**src/bsc_pkg.sv**
```systemverilog
package bsc_pkg;

  localparam int RAW_W  = 24;
  localparam int CAL_W  = 16;
  localparam int TEMP_W = 15;
  localparam int PRES_W = 17;

  localparam int T_W    = 20;
  localparam int ACC_W  = 40;
  localparam int ST_W   = 36;
  localparam int MC_W   = 36;
  localparam int MP_W   = 24;
  localparam int PR_W   = MC_W + MP_W;

  localparam int T_REF_C        = 2000;
  localparam int T_LOW_C        = -1500;
  localparam int TEMP_LO        = -4000;
  localparam int TEMP_HI        = 8500;
  localparam int PRES_HI        = 120000;
  localparam int REF_SHIFT      = 8;
  localparam int T_SHIFT        = 23;
  localparam int OFF_BASE_SHIFT = 16;
  localparam int OFF_SHIFT      = 7;
  localparam int SENS_BASE_SHIFT = 15;
  localparam int SENS_SHIFT     = 8;
  localparam int T2_SHIFT       = 31;
  localparam int P_MUL_SHIFT    = 21;
  localparam int P_SHIFT        = 15;

  localparam int K_OFF2_D  = 5;
  localparam int K_OFF2_E  = 7;
  localparam int K_SENS2_E = 11;

  typedef struct packed {
    logic [CAL_W-1:0] cal_sens;
    logic [CAL_W-1:0] cal_offset;
    logic [CAL_W-1:0] cal_sens_tempco;
    logic [CAL_W-1:0] cal_offset_tempco;
    logic [CAL_W-1:0] cal_ref_temp;
    logic [CAL_W-1:0] cal_temp_coeff;
    logic             second_order_on;
  } cal_t;

  typedef struct packed {
    logic busy;
    logic done;
  } mul_st_t;

endpackage

```
**src/bsc_if.sv**
```systemverilog
interface bsc_in_if;
  import bsc_pkg::*;

  logic             valid;
  logic             ready;
  logic             func;
  logic [RAW_W-1:0] raw_value;

  modport source (output valid, output func, output raw_value, input ready);
  modport sink (input valid, input func, input raw_value, output ready);
endinterface

interface bsc_out_if;
  import bsc_pkg::*;

  logic                     valid;
  logic                     ready;
  logic                     kind;
  logic signed [TEMP_W-1:0] temperature;
  logic [PRES_W-1:0]        pressure;

  modport source (output valid, output kind, output temperature, output pressure, input ready);
  modport sink (input valid, input kind, input temperature, input pressure, output ready);
endinterface

```
**src/bsc_serial_mul.sv**
```systemverilog
module bsc_serial_mul (
  input  logic                      clk_i,
  input  logic                      rst_ni,
  input  logic                      start_i,
  input  logic [bsc_pkg::MC_W-1:0]  mcand_i,
  input  logic [bsc_pkg::MP_W-1:0]  mplier_i,
  output bsc_pkg::mul_st_t          st_o,
  output logic [bsc_pkg::PR_W-1:0]  prod_o
);
  import bsc_pkg::*;

  logic            busy_q, busy_d;
  logic            done_q, done_d;
  logic [PR_W-1:0] mc_q;
  logic [MP_W-1:0] mp_q;
  logic [PR_W-1:0] acc_q;
  logic            last;

  assign last = (mp_q[MP_W-1:1] == '0);

  always_comb begin
    busy_d = busy_q;
    done_d = 1'b0;
    if (start_i) begin
      busy_d = 1'b1;
    end else if (busy_q && last) begin
      busy_d = 1'b0;
      done_d = 1'b1;
    end
  end

  always_ff @(posedge clk_i or negedge rst_ni) begin
    if (!rst_ni) begin
      busy_q <= 1'b0;
      done_q <= 1'b0;
    end else begin
      busy_q <= busy_d;
      done_q <= done_d;
    end
  end

  // shift-add: one multiplier bit per cycle
  always_ff @(posedge clk_i) begin
    if (start_i) begin
      mc_q  <= PR_W'(mcand_i);
      mp_q  <= mplier_i;
      acc_q <= '0;
    end else if (busy_q) begin
      if (mp_q[0]) begin
        acc_q <= acc_q + mc_q;
      end
      mc_q <= mc_q << 1;
      mp_q <= mp_q >> 1;
    end
  end

  assign st_o.busy = busy_q;
  assign st_o.done = done_q;
  assign prod_o    = acc_q;

endmodule

```
**src/bsc_core.sv**
```systemverilog
module bsc_core (
  input  logic                 clk_i,
  input  logic                 rst_ni,
  input  bsc_pkg::cal_t        cal_i,
  bsc_in_if.sink               in_i,
  bsc_out_if.source            out_o
);
  import bsc_pkg::*;

  localparam logic [1:0] S_IDLE  = 2'd0;
  localparam logic [1:0] S_ISSUE = 2'd1;
  localparam logic [1:0] S_WAIT  = 2'd2;
  localparam logic [1:0] S_SAT   = 2'd3;

  localparam logic [3:0] OP_TCOEF = 4'd0;
  localparam logic [3:0] OP_OTC   = 4'd1;
  localparam logic [3:0] OP_STC   = 4'd2;
  localparam logic [3:0] OP_DSQ   = 4'd3;
  localparam logic [3:0] OP_DD5   = 4'd4;
  localparam logic [3:0] OP_ESQ   = 4'd5;
  localparam logic [3:0] OP_EE7   = 4'd6;
  localparam logic [3:0] OP_EE11  = 4'd7;
  localparam logic [3:0] OP_DTSQ  = 4'd8;
  localparam logic [3:0] OP_PRES  = 4'd9;

  localparam logic signed [T_W-1:0] T_REF   = T_W'(T_REF_C);
  localparam logic signed [T_W-1:0] T_LOW   = T_W'(T_LOW_C);
  localparam logic signed [T_W-1:0] T_SAT_LO = T_W'(TEMP_LO);
  localparam logic signed [T_W-1:0] T_SAT_HI = T_W'(TEMP_HI);
  localparam logic signed [ACC_W-1:0] ACC_SAT_HI =
    {{(ACC_W-ST_W+1){1'b0}}, {(ST_W-1){1'b1}}};
  localparam logic signed [ACC_W-1:0] ACC_SAT_LO = ~ACC_SAT_HI;

  logic [1:0] state_q, state_d;
  logic [3:0] op_q, op_d;

  logic                     kind_q;
  logic [RAW_W-1:0]         raw_q;
  logic                     dt_neg_q, dt_neg_d;
  logic [RAW_W-1:0]         dt_mag_q, dt_mag_d;
  logic signed [T_W-1:0]    t_q, t_d;
  logic signed [ACC_W-1:0]  off_q, off_d;
  logic signed [ACC_W-1:0]  sens_q, sens_d;
  logic [MC_W-1:0]          aux_q, aux_d;

  logic signed [ST_W-1:0]   offset_acc_q, offset_acc_d;
  logic signed [ST_W-1:0]   sens_acc_q, sens_acc_d;
  logic signed [TEMP_W-1:0] temp_held_q, temp_held_d;
  logic [PRES_W-1:0]        pressure_held_q, pressure_held_d;

  logic                     out_valid_q, out_valid_d;
  logic                     out_kind_q;
  logic signed [TEMP_W-1:0] out_temp_q;
  logic [PRES_W-1:0]        out_pres_q;
  logic                     out_load;

  logic                     mul_start;
  logic [MC_W-1:0]          mul_mc;
  logic [MP_W-1:0]          mul_mp;
  mul_st_t                  mul_st;
  logic [PR_W-1:0]          prod;

  logic [RAW_W-1:0]         ref_full;
  logic [T_W-1:0]           d_mag;
  logic [T_W-1:0]           e_mag;
  logic [MC_W-1:0]          sens_mag;
  logic [T_W-1:0]           tx;
  logic [ACC_W-1:0]         ox;
  logic [ACC_W-1:0]         sx;
  logic [ACC_W-1:0]         qm;
  logic [ACC_W-1:0]         off_base;
  logic [ACC_W-1:0]         sens_base;
  logic signed [ACC_W:0]    pv;
  logic [ACC_W-P_SHIFT-1:0] pq;
  logic signed [TEMP_W-1:0] temp_sat;
  logic [PRES_W-1:0]        pres_sat;
  logic signed [ST_W-1:0]   off_sat;
  logic signed [ST_W-1:0]   sens_sat;
  logic                     in_acc;

  bsc_serial_mul u_mul (
    .clk_i    (clk_i),
    .rst_ni   (rst_ni),
    .start_i  (mul_start),
    .mcand_i  (mul_mc),
    .mplier_i (mul_mp),
    .st_o     (mul_st),
    .prod_o   (prod)
  );

  assign in_i.ready = (state_q == S_IDLE);
  assign in_acc     = in_i.valid && in_i.ready;
  assign mul_start  = (state_q == S_ISSUE);
  assign out_load   = (state_q == S_SAT) && (!out_valid_q || out_o.ready);

  assign ref_full  = RAW_W'(cal_i.cal_ref_temp) << REF_SHIFT;
  assign d_mag     = T_W'(T_REF - t_q);
  assign e_mag     = T_W'(T_LOW - t_q);
  assign sens_mag  = sens_acc_q[ST_W-1] ? MC_W'(~sens_acc_q + 1'b1) : MC_W'(sens_acc_q);
  assign tx        = T_W'(prod >> T_SHIFT);
  assign ox        = ACC_W'(prod >> OFF_SHIFT);
  assign sx        = ACC_W'(prod >> SENS_SHIFT);
  assign qm        = ACC_W'(prod >> P_MUL_SHIFT);
  assign off_base  = ACC_W'(cal_i.cal_offset) << OFF_BASE_SHIFT;
  assign sens_base = ACC_W'(cal_i.cal_sens) << SENS_BASE_SHIFT;

  always_comb begin
    mul_mc = '0;
    mul_mp = '0;
    case (op_q)
      OP_TCOEF: begin
        mul_mc = MC_W'(dt_mag_q);
        mul_mp = MP_W'(cal_i.cal_temp_coeff);
      end
      OP_OTC: begin
        mul_mc = MC_W'(dt_mag_q);
        mul_mp = MP_W'(cal_i.cal_offset_tempco);
      end
      OP_STC: begin
        mul_mc = MC_W'(dt_mag_q);
        mul_mp = MP_W'(cal_i.cal_sens_tempco);
      end
      OP_DSQ: begin
        mul_mc = MC_W'(d_mag);
        mul_mp = MP_W'(d_mag);
      end
      OP_DD5: begin
        mul_mc = aux_q;
        mul_mp = MP_W'(K_OFF2_D);
      end
      OP_ESQ: begin
        mul_mc = MC_W'(e_mag);
        mul_mp = MP_W'(e_mag);
      end
      OP_EE7: begin
        mul_mc = aux_q;
        mul_mp = MP_W'(K_OFF2_E);
      end
      OP_EE11: begin
        mul_mc = aux_q;
        mul_mp = MP_W'(K_SENS2_E);
      end
      OP_DTSQ: begin
        mul_mc = MC_W'(dt_mag_q);
        mul_mp = dt_mag_q;
      end
      OP_PRES: begin
        mul_mc = sens_mag;
        mul_mp = raw_q;
      end
      default: begin
        mul_mc = '0;
        mul_mp = '0;
      end
    endcase
  end

  // result saturation
  always_comb begin
    if (t_q < T_SAT_LO) begin
      temp_sat = TEMP_W'(T_SAT_LO);
    end else if (t_q > T_SAT_HI) begin
      temp_sat = TEMP_W'(T_SAT_HI);
    end else begin
      temp_sat = TEMP_W'(t_q);
    end

    if (off_q > ACC_SAT_HI) begin
      off_sat = ST_W'(ACC_SAT_HI);
    end else if (off_q < ACC_SAT_LO) begin
      off_sat = ST_W'(ACC_SAT_LO);
    end else begin
      off_sat = ST_W'(off_q);
    end

    if (sens_q > ACC_SAT_HI) begin
      sens_sat = ST_W'(ACC_SAT_HI);
    end else if (sens_q < ACC_SAT_LO) begin
      sens_sat = ST_W'(ACC_SAT_LO);
    end else begin
      sens_sat = ST_W'(sens_q);
    end

    pv = $signed({off_q[ACC_W-1], off_q})
       - $signed({{(ACC_W+1-ST_W){offset_acc_q[ST_W-1]}}, offset_acc_q});
    pq = pv[ACC_W-1:P_SHIFT];
    if (pv[ACC_W]) begin
      pres_sat = '0;
    end else if (pq > (ACC_W-P_SHIFT)'(PRES_HI)) begin
      pres_sat = PRES_W'(PRES_HI);
    end else begin
      pres_sat = PRES_W'(pq);
    end
  end

  always_comb begin
    state_d         = state_q;
    op_d            = op_q;
    dt_neg_d        = dt_neg_q;
    dt_mag_d        = dt_mag_q;
    t_d             = t_q;
    off_d           = off_q;
    sens_d          = sens_q;
    aux_d           = aux_q;
    offset_acc_d    = offset_acc_q;
    sens_acc_d      = sens_acc_q;
    temp_held_d     = temp_held_q;
    pressure_held_d = pressure_held_q;
    out_valid_d     = out_valid_q;

    if (out_valid_q && out_o.ready) begin
      out_valid_d = 1'b0;
    end

    case (state_q)
      S_IDLE: begin
        if (in_acc) begin
          dt_neg_d = (in_i.raw_value < ref_full);
          dt_mag_d = dt_neg_d ? (ref_full - in_i.raw_value) : (in_i.raw_value - ref_full);
          op_d     = in_i.func ? OP_PRES : OP_TCOEF;
          state_d  = S_ISSUE;
        end
      end
      S_ISSUE: begin
        state_d = S_WAIT;
      end
      S_WAIT: begin
        if (mul_st.done) begin
          state_d = S_ISSUE;
          case (op_q)
            OP_TCOEF: begin
              t_d  = dt_neg_q ? (T_REF - $signed(tx)) : (T_REF + $signed(tx));
              op_d = OP_OTC;
            end
            OP_OTC: begin
              off_d = dt_neg_q ? (off_base - ox) : (off_base + ox);
              op_d  = OP_STC;
            end
            OP_STC: begin
              sens_d = dt_neg_q ? (sens_base - sx) : (sens_base + sx);
              if (cal_i.second_order_on && (t_q < T_REF)) begin
                op_d = OP_DSQ;
              end else begin
                state_d = S_SAT;
              end
            end
            OP_DSQ: begin
              aux_d = MC_W'(prod);
              op_d  = OP_DD5;
            end
            OP_DD5: begin
              off_d  = off_q - ACC_W'(prod >> 1);
              sens_d = sens_q - ACC_W'(prod >> 2);
              op_d   = (t_q < T_LOW) ? OP_ESQ : OP_DTSQ;
            end
            OP_ESQ: begin
              aux_d = MC_W'(prod);
              op_d  = OP_EE7;
            end
            OP_EE7: begin
              off_d = off_q - ACC_W'(prod);
              op_d  = OP_EE11;
            end
            OP_EE11: begin
              sens_d = sens_q - ACC_W'(prod >> 1);
              op_d   = OP_DTSQ;
            end
            OP_DTSQ: begin
              t_d     = t_q - $signed(T_W'(prod >> T2_SHIFT));
              state_d = S_SAT;
            end
            OP_PRES: begin
              off_d   = sens_acc_q[ST_W-1] ? (~qm + 1'b1) : qm;
              state_d = S_SAT;
            end
            default: begin
              state_d = S_IDLE;
            end
          endcase
        end
      end
      S_SAT: begin
        if (out_load) begin
          out_valid_d = 1'b1;
          state_d     = S_IDLE;
          if (kind_q) begin
            pressure_held_d = pres_sat;
          end else begin
            offset_acc_d = off_sat;
            sens_acc_d   = sens_sat;
            temp_held_d  = temp_sat;
          end
        end
      end
      default: begin
        state_d = S_IDLE;
      end
    endcase
  end

  always_ff @(posedge clk_i or negedge rst_ni) begin
    if (!rst_ni) begin
      state_q         <= S_IDLE;
      op_q            <= OP_TCOEF;
      out_valid_q     <= 1'b0;
      offset_acc_q    <= '0;
      sens_acc_q      <= '0;
      temp_held_q     <= '0;
      pressure_held_q <= '0;
    end else begin
      state_q         <= state_d;
      op_q            <= op_d;
      out_valid_q     <= out_valid_d;
      offset_acc_q    <= offset_acc_d;
      sens_acc_q      <= sens_acc_d;
      temp_held_q     <= temp_held_d;
      pressure_held_q <= pressure_held_d;
    end
  end

  always_ff @(posedge clk_i) begin
    if (in_acc) begin
      kind_q <= in_i.func;
      raw_q  <= in_i.raw_value;
    end
    dt_neg_q <= dt_neg_d;
    dt_mag_q <= dt_mag_d;
    t_q      <= t_d;
    off_q    <= off_d;
    sens_q   <= sens_d;
    aux_q    <= aux_d;
    if (out_load) begin
      out_kind_q <= kind_q;
      out_temp_q <= kind_q ? temp_held_q : temp_sat;
      out_pres_q <= kind_q ? pres_sat : pressure_held_q;
    end
  end

  assign out_o.valid       = out_valid_q;
  assign out_o.kind        = out_kind_q;
  assign out_o.temperature = out_temp_q;
  assign out_o.pressure    = out_pres_q;

`ifndef NO_ASSERTIONS
  a_start_when_free: assert property (@(posedge clk_i) disable iff (!rst_ni)
    mul_start |-> !mul_st.busy)
    else $error("multiplier started while busy");

  a_done_in_wait: assert property (@(posedge clk_i) disable iff (!rst_ni)
    mul_st.done |-> (state_q == S_WAIT))
    else $error("multiplier result outside wait state");

  a_accept_issues: assert property (@(posedge clk_i) disable iff (!rst_ni)
    in_acc |=> (state_q == S_ISSUE))
    else $error("accepted transaction not issued");

  a_result_from_sat: assert property (@(posedge clk_i) disable iff (!rst_ni)
    $rose(out_valid_q) |-> ($past(state_q) == S_SAT))
    else $error("result loaded outside saturation step");

  a_pres_op_kind: assert property (@(posedge clk_i) disable iff (!rst_ni)
    ((state_q == S_ISSUE) && (op_q == OP_PRES)) |-> kind_q)
    else $error("pressure step on temperature transaction");
`endif

endmodule

```
**src/baro_sensor_compensation.sv**
```systemverilog
// a pressure sample uses only the pressure multiply; a temperature sample runs the coefficient,
// offset and sensitivity tempco multiplies, plus second-order terms when enabled below T_REF
// the shared shift-add multiplier retires one multiplier bit per cycle for each multiply
// one sample in flight; the next is accepted once the result moves into the output register
// asynchronous active-low reset clears calibration words, stored offset and sensitivity
// and the held temperature and pressure
module baro_sensor_compensation (
  input  logic                       clk_i,
  input  logic                       rst_ni,
  input  logic                       cfg_we_i,
  input  logic [2:0]                 cfg_idx_i,
  input  logic [bsc_pkg::CAL_W-1:0]  cfg_data_i,
  bsc_in_if.sink                     in_i,
  bsc_out_if.source                  out_o
);
  import bsc_pkg::*;

  localparam logic [2:0] CFG_SENS          = 3'd0;
  localparam logic [2:0] CFG_OFFSET        = 3'd1;
  localparam logic [2:0] CFG_SENS_TEMPCO   = 3'd2;
  localparam logic [2:0] CFG_OFFSET_TEMPCO = 3'd3;
  localparam logic [2:0] CFG_REF_TEMP      = 3'd4;
  localparam logic [2:0] CFG_TEMP_COEFF    = 3'd5;
  localparam logic [2:0] CFG_SECOND_ORDER  = 3'd6;

  cal_t cal_q;

  always_ff @(posedge clk_i or negedge rst_ni) begin
    if (!rst_ni) begin
      cal_q <= '0;
    end else if (cfg_we_i) begin
      case (cfg_idx_i)
        CFG_SENS:          cal_q.cal_sens          <= cfg_data_i;
        CFG_OFFSET:        cal_q.cal_offset        <= cfg_data_i;
        CFG_SENS_TEMPCO:   cal_q.cal_sens_tempco   <= cfg_data_i;
        CFG_OFFSET_TEMPCO: cal_q.cal_offset_tempco <= cfg_data_i;
        CFG_REF_TEMP:      cal_q.cal_ref_temp      <= cfg_data_i;
        CFG_TEMP_COEFF:    cal_q.cal_temp_coeff    <= cfg_data_i;
        CFG_SECOND_ORDER:  cal_q.second_order_on   <= cfg_data_i[0];
        default: begin
        end
      endcase
    end
  end

  bsc_core u_core (
    .clk_i  (clk_i),
    .rst_ni (rst_ni),
    .cal_i  (cal_q),
    .in_i   (in_i),
    .out_o  (out_o)
  );

endmodule
```
**src/flat_wrapper.sv**
```systemverilog
// flat-port wrapper written by rule: the top's interface ports become plain ports
module baro_sensor_compensation_flat import bsc_pkg::*;
  (clk_i, rst_ni, cfg_we_i, cfg_idx_i, cfg_data_i, in_i_valid, in_i_func, in_i_raw_value, in_i_ready, out_o_valid, out_o_kind, out_o_temperature, out_o_pressure, out_o_ready);
  bsc_in_if in_i_i ();
  bsc_out_if out_o_i ();
  input  logic clk_i;
  input  logic rst_ni;
  input  logic cfg_we_i;
  input  logic [2:0] cfg_idx_i;
  input  logic [bsc_pkg::CAL_W-1:0] cfg_data_i;
  input wire logic [$bits(in_i_i.valid)-1:0] in_i_valid;
  input wire logic [$bits(in_i_i.func)-1:0] in_i_func;
  input wire logic [$bits(in_i_i.raw_value)-1:0] in_i_raw_value;
  output wire logic [$bits(in_i_i.ready)-1:0] in_i_ready;
  output wire logic [$bits(out_o_i.valid)-1:0] out_o_valid;
  output wire logic [$bits(out_o_i.kind)-1:0] out_o_kind;
  output wire logic [$bits(out_o_i.temperature)-1:0] out_o_temperature;
  output wire logic [$bits(out_o_i.pressure)-1:0] out_o_pressure;
  input wire logic [$bits(out_o_i.ready)-1:0] out_o_ready;
  assign in_i_i.valid = in_i_valid;
  assign in_i_i.func = in_i_func;
  assign in_i_i.raw_value = in_i_raw_value;
  assign in_i_ready = in_i_i.ready;
  assign out_o_valid = out_o_i.valid;
  assign out_o_kind = out_o_i.kind;
  assign out_o_temperature = out_o_i.temperature;
  assign out_o_pressure = out_o_i.pressure;
  assign out_o_i.ready = out_o_ready;
  baro_sensor_compensation u_core (.clk_i(clk_i), .rst_ni(rst_ni), .cfg_we_i(cfg_we_i), .cfg_idx_i(cfg_idx_i), .cfg_data_i(cfg_data_i), .in_i(in_i_i), .out_o(out_o_i));
endmodule
```
**config.mk**
```make
export PLATFORM = sky130hd
export DESIGN_NAME = baro_sensor_compensation_flat
export DESIGN_NICKNAME = d
export VERILOG_FILES = /design/src/bsc_pkg.sv /design/src/bsc_if.sv /design/src/bsc_serial_mul.sv /design/src/bsc_core.sv /design/src/baro_sensor_compensation.sv /design/src/flat_wrapper.sv
export SDC_FILE = /design/constraint.sdc
export NUM_CORES = 2
export LEC_CHECK = 0
export BUFFER_PORTS_ARGS = -buffer_cell sky130_fd_sc_hd__buf_2
export CAP_MARGIN = 10
export CORE_MARGIN = 1
export CORE_UTILIZATION = 40
export DETAILED_ROUTE_END_ITERATION = 10
export PLACE_DENSITY_LB_ADDON = 0.08
export SYNTH_ARGS = -nofsm -noshare
export SYNTH_HDL_FRONTEND = slang
export SYNTH_SLANG_ARGS = --single-unit
```
**constraint.sdc**
```tcl
create_clock -name clk_i -period 10.6 [get_ports clk_i]
set_input_delay 1.06 -clock clk_i [delete_from_list [all_inputs] [get_ports clk_i]]
set_output_delay 1.06 -clock clk_i [all_outputs]
set_load 0.01 [all_outputs]
```
## Word-level counts from Yosys, hierarchy flattened

Index checks and enable logic that the tools add are counted.

- Output and inout bits: 35
- Input port bits: 49
- Bits in registers: 573
- Logic and storage cells: 170

- Eq/ne operators: 23
- Bitwise logic cells: 3
- Multiplexer cells: 45
- Add/sub/neg operators: 19
- Reductions and logical operators: 39
- $lt $le $gt $ge: 10

Operators by type and width:

| operator | count |
|---|---|
| $mux 36 | 7 |
| $pmux 24 s10 | 1 |
| $pmux 36 s5 | 1 |
| $pmux 40 s4 | 1 |
| $sub 40x40->40 | 4 |
| $mux 40 | 3 |
| $pmux 40 s3 | 1 |
| $gt 40x36->1 const B | 2 |
| $lt 40x36->1 const B | 2 |
| $mux 24 | 3 |
| $add 60x60->60 | 1 |
| $sub 12x20->20 const A | 3 |
| $mux 17 | 3 |
| $sub 24x24->24 | 2 |
| $mux 15 | 3 |
| $sub 40x36->41 | 1 |
| $add 31x40->40 | 1 |
| $add 32x40->40 | 1 |
| $add 40x1->40 const B | 1 |
| $lt 20x12->1 const B | 2 |
| $not 39->40 | 1 |
| $pmux 20 s2 | 1 |
| $sub 31x40->40 | 1 |
| $sub 32x40->40 | 1 |
| other kinds (47) | 92 |

## Depth between registers and ports, before layout

- Word-level depth: 6
- Depth in mapped cells: 22
- Gate-level depth less buffers: 19

## Hierarchy

A second synthesis with hierarchy kept.

- Cell total of the unflattened synthesis: 4821
- Area total of the unflattened synthesis: 43151.4 um^2

Modules (own cells, without submodules):

| module | sequential area each (um^2) | times used | area each (um^2) | cells each |
|---|---|---|---|---|
| bsc_core | 9323.9 | 1 | 30379.1 | 3659 |
| bsc_serial_mul | 3533.4 | 1 | 9044.9 | 951 |
| baro_sensor_compensation | 2427.3 | 1 | 3727.3 | 211 |

## Worst setup path before layout

No wires, ideal clock.

- Path type: input port to flip-flop
- Start: input in_i_valid
- End: register u_core.u_core.op_q[2]
- Buffers on the path: 0
- Stages: 5
- Required time: 10.517 ns
- Library setup time: 0.083 ns
- Path slack: 4.451 ns
- Arrival time: 6.066 ns
- Cells stage by stage: nor3b_1 -> o21ai_1 -> o21bai_1 -> a21oi_1 -> o21ai_0

- Word-level cells in the longest chain between the ends: 3

RTL lines:

| element | RTL line | RTL |
|---|---|---|
| start, declared | flat_wrapper.sv:11 | `input wire logic [$bits(in_i_i.valid)-1:0] in_i_valid;` |
| $logic_and 1x1->1 | bsc_core.sv:92 | `assign in_acc = in_i.valid && in_i.ready;` |
| $ne 2x1->1 (no source line) | -- |  |
| $reduce_and 5->1 (no source line) | -- |  |
| end signal, assigned | bsc_core.sv:312 | `op_q <= op_d;` |
| end, declared | bsc_core.sv:35 | `logic [3:0] op_q, op_d;` |

Every way passes these cells.
A chain may end at the register's enable or synchronous reset.

## Worst setup path after layout

- Start: register u_core.u_core.op_q[0]
- End: register u_core.u_core.off_q[36] (data pin)

- Word-level cells in the longest chain between the ends: 2
- Elaborated cells on any way between the ends: 5
- Those cells by class: 4 x eq/ne; 1 x mux

RTL lines:

| element | RTL line | RTL |
|---|---|---|
| $eq 4x4->1 (tied with other cells) | bsc_core.sv:230 | `case (op_q)` |
| $pmux 40 s4 (*) | bsc_core.sv:230 |  |
| end signal, assigned | bsc_core.sv:329 | `off_q <= off_d;` |
| end, declared | bsc_core.sv:42 | `logic signed [ACC_W-1:0] off_q, off_d;` |

Mark *: on every way between the ends. The rest lies on a longest branch, timed or not.

==> out/summary.txt <==
largest net degree at the start of global routing - 100
global-route wire length before repair - 221.9 mm
crit start category - register
area leader, netlist - edfxtp_1
Post-CTS Resized - 0
Die W - 324.6 um
Max Cap Viol - 0
most common cell after layout, fill and taps aside - nand2_1
setup bufs post-CTS - 0
HPWL Detailed - 111.0 mm
drt total wl - 149.1 mm
most frequent cells in the layout - 429 x nand2_1, 422 x a21oi_1, 410 x nor2_1
Peak Freq - 0.1687 GHz
1st-iter DRT viols - 3,667
final setup skew - 0.05107 ns
share of layout cells above drive strength 1 - 9.589%
Synth top area share - 20.05%
sequential area share after synthesis - 36.72%
clock sinks - 572
overall routing resource usage - 27.61%
Core ar. - 102,500 um^2
Clk Latency, worst-skew pair - 0.69 ns
clock-pin slew on the worst setup and hold paths - 0.07 ns
Distinct cells, synth - 83
initial antenna violation count - 6
CTS Buf Count - 74
Peak supply drop - 158.5 uV
post-route minimum period - 5.929 ns
crit share post-route - 55.93%
Avg Vias per Cell - 5.896
synth top area cells - edfxtp_1 20%, dfrtp_1 13%, ha_1 9.0%
Ports - 84
number of synthesis warnings - 0
Least-Margin Pin Slew - 1.213 ns
unrepaired setup endpoints after global routing - false
1st-pass router iterations - 6
Final ANT Viol Nets - 0
Rel. slew slack - 18.46%
Gate Count Post-Synth - 4,689
Post-synth ARST share - 36.71%
EDFF count, synth - 278
Root Driver - clkbuf_16
Net Count, Synth - 5,044
hold buffers post-CTS - 0
Via Count - 36,050
outcome - complete, no violations
die area - 105,400 um^2
syn avg cell area - 8.877 um^2
I/O Buffers - 83
pre-CTS setup slack - 4.666 ns
CTS tree - done
Setup CP Type - reg2reg
Longest Clk Path Bufs - 3
Worst Hold Class - in2async
FP Rows - 117
Starting Density - 40.62%
grt total ovfl - 0
H-tree depth - 3
leak pwr - 18.80 nW
RD Place Congestion - 0.9452
CP arrival - 6.33 ns
crit path max fanout - 41
CP endpoint kind - register
Area growth, synth to finish - 10.67%
Final Hold Viols - 0
WP data required - 11.00 ns
DRC Markers - 0
Setup-failing EPs final - 0
Seq cells post-synth - 572
Routed WL per cell - 24.39 um
Die Ht - 324.6 um
Final WS setup - 4.671 ns
setup_tns - 0 ns
mapped cell area - 41,630 um^2
max-slew violations - 0
Post-synth top flop - edfxtp_1
vias in the first global route - 33,830
Power Dens Cells - 333.0 nW/um^2
Net count, final - 5,038
-- flip-flops by register name, indices dropped and copies added (netlist names), 17 cells and up --
name	count
u_core.u_core.sens_q	40
u_core.u_core.u_mul.prod_o	60
u_core.u_core.off_q	40
u_core.u_core.aux_q	36
u_core.u_core.t_q	20
u_core.cal_q	97
u_core.u_core.u_mul.mp_q	24
u_core.u_core.out_o.pressure	17
u_core.u_core.offset_acc_q	36
u_core.u_core.dt_mag_q	23
u_core.u_core.pressure_held_q	17
u_core.u_core.u_mul.mc_q	60
u_core.u_core.raw_q	24
u_core.u_core.sens_acc_q	36
-- cell families (layout without fill, tap and decap cells) --
logic type	Yosys count	after routing	share of synthesized area, %
other cells	0	1	0
simple gates	1324	1324	14.63
compound gates	1482	1482	22.75
buf+inv	459	515	4.202
fa+ha+maj	307	307	9.348
mux	205	205	5.200
flops	572	572	36.72
xor+xnor	340	340	7.154
-- path summary, 6_finish.rpt --
check / start / endpoint / cells after the start / slack (ns)
min reg2reg: u_core.u_core.pressure_held_q[3] / u_core.u_core.pressure_held_q[3] / 2 / 0.47
min in group clk_i: u_core.u_core.pressure_held_q[3] / u_core.u_core.pressure_held_q[3] / 2 / 0.47
max: u_core.u_core.op_q[0] / u_core.u_core.off_q[36] / 19 / 4.67
max reg2reg: u_core.u_core.op_q[0] / u_core.u_core.off_q[36] / 19 / 4.67
min: rst_ni / u_core.u_core.offset_acc_q[35] / 1 / 0.42
max in group asynchronous: rst_ni / u_core.cal_q[62] / 2 / 8.61
-- synthesized netlist by cell type (80+ instances only) --
| cell | count |
|---|---|
| nand2_1 | 431 |
| a21oi_1 | 424 |
| nor2_1 | 420 |
| o21ai_0 | 391 |
| ha_1 | 299 |
| edfxtp_1 | 278 |
| xnor2_1 | 243 |
| clkbuf_1 | 228 |
| dfrtp_1 | 210 |
| inv_1 | 207 |
| a21o_1 | 118 |
| mux2i_1 | 115 |
| xor2_1 | 97 |
| mux2_2 | 90 |
| dfxtp_1 | 84 |
| nor3_1 | 80 |
-- per-layer routing --
layer,part of all wire [%],GRT usage [%],up-vias
met1,46,39.59,17510
met2,43,41.87,1203
met4,4.1,11.16,2
li1,-,-,17120
met3,6.2,3.517,218
met5,0.0087,0,-
-- stage by stage --
step                      util [%]  hold WS (ns)  power [mW]  area [um^2]  std cells
final                        44.95        0.4190       15.34        46070       6114
after floorplan                  -        0.4309       9.954        41630       4689
after detailed placement     42.56        0.4546       12.63        43620       5975
after global routing         44.95        0.4675       16.39        46060       6113
after global placement       42.56        0.4485       12.62        43620       5975
after CTS                    44.95        0.4267       15.28        46060       6113
-- area by class of cell --
class | instances | area, um^2
well taps | 1368 | 1712
clock buffers | 92 | 1939
inverters | 214 | 803.3
multi-input cells | 3658 | 24770
fillers | 10120 | 56410
clock inverters | 46 | 509.2
diodes | 1 | 2.502
repair buffers | 163 | 1039
flip-flops and latches | 572 | 15290
-- critical path: stages (launching register included) --
cell and delay [ns]:
dfrtp_2 0.38, buf_4 0.30, inv_1 0.28, nand2_1 0.19, nor2_4 0.15, buf_4 0.53, mux2_2 0.44, fa_1 0.44
nor2b_1 0.18, o31ai_1 0.12, and3_1 0.18, o31ai_1 0.48, a211oi_1 0.20, or2_2 0.36, o311ai_0 0.47, a21o_1 0.24
nand3_1 0.10, a21boi_0 0.21, o21ai_0 0.11, a31o_2 0.25
-- where the power goes --
part           internal, mW  total [mW]  switching, mW
combinational          3.35        8.88           5.53
sequential             3.22        3.88          0.663
clock                  1.47        2.58           1.11
total                  8.04        15.3           7.30
No activity file was read; power rests on OpenSTA's default activity.
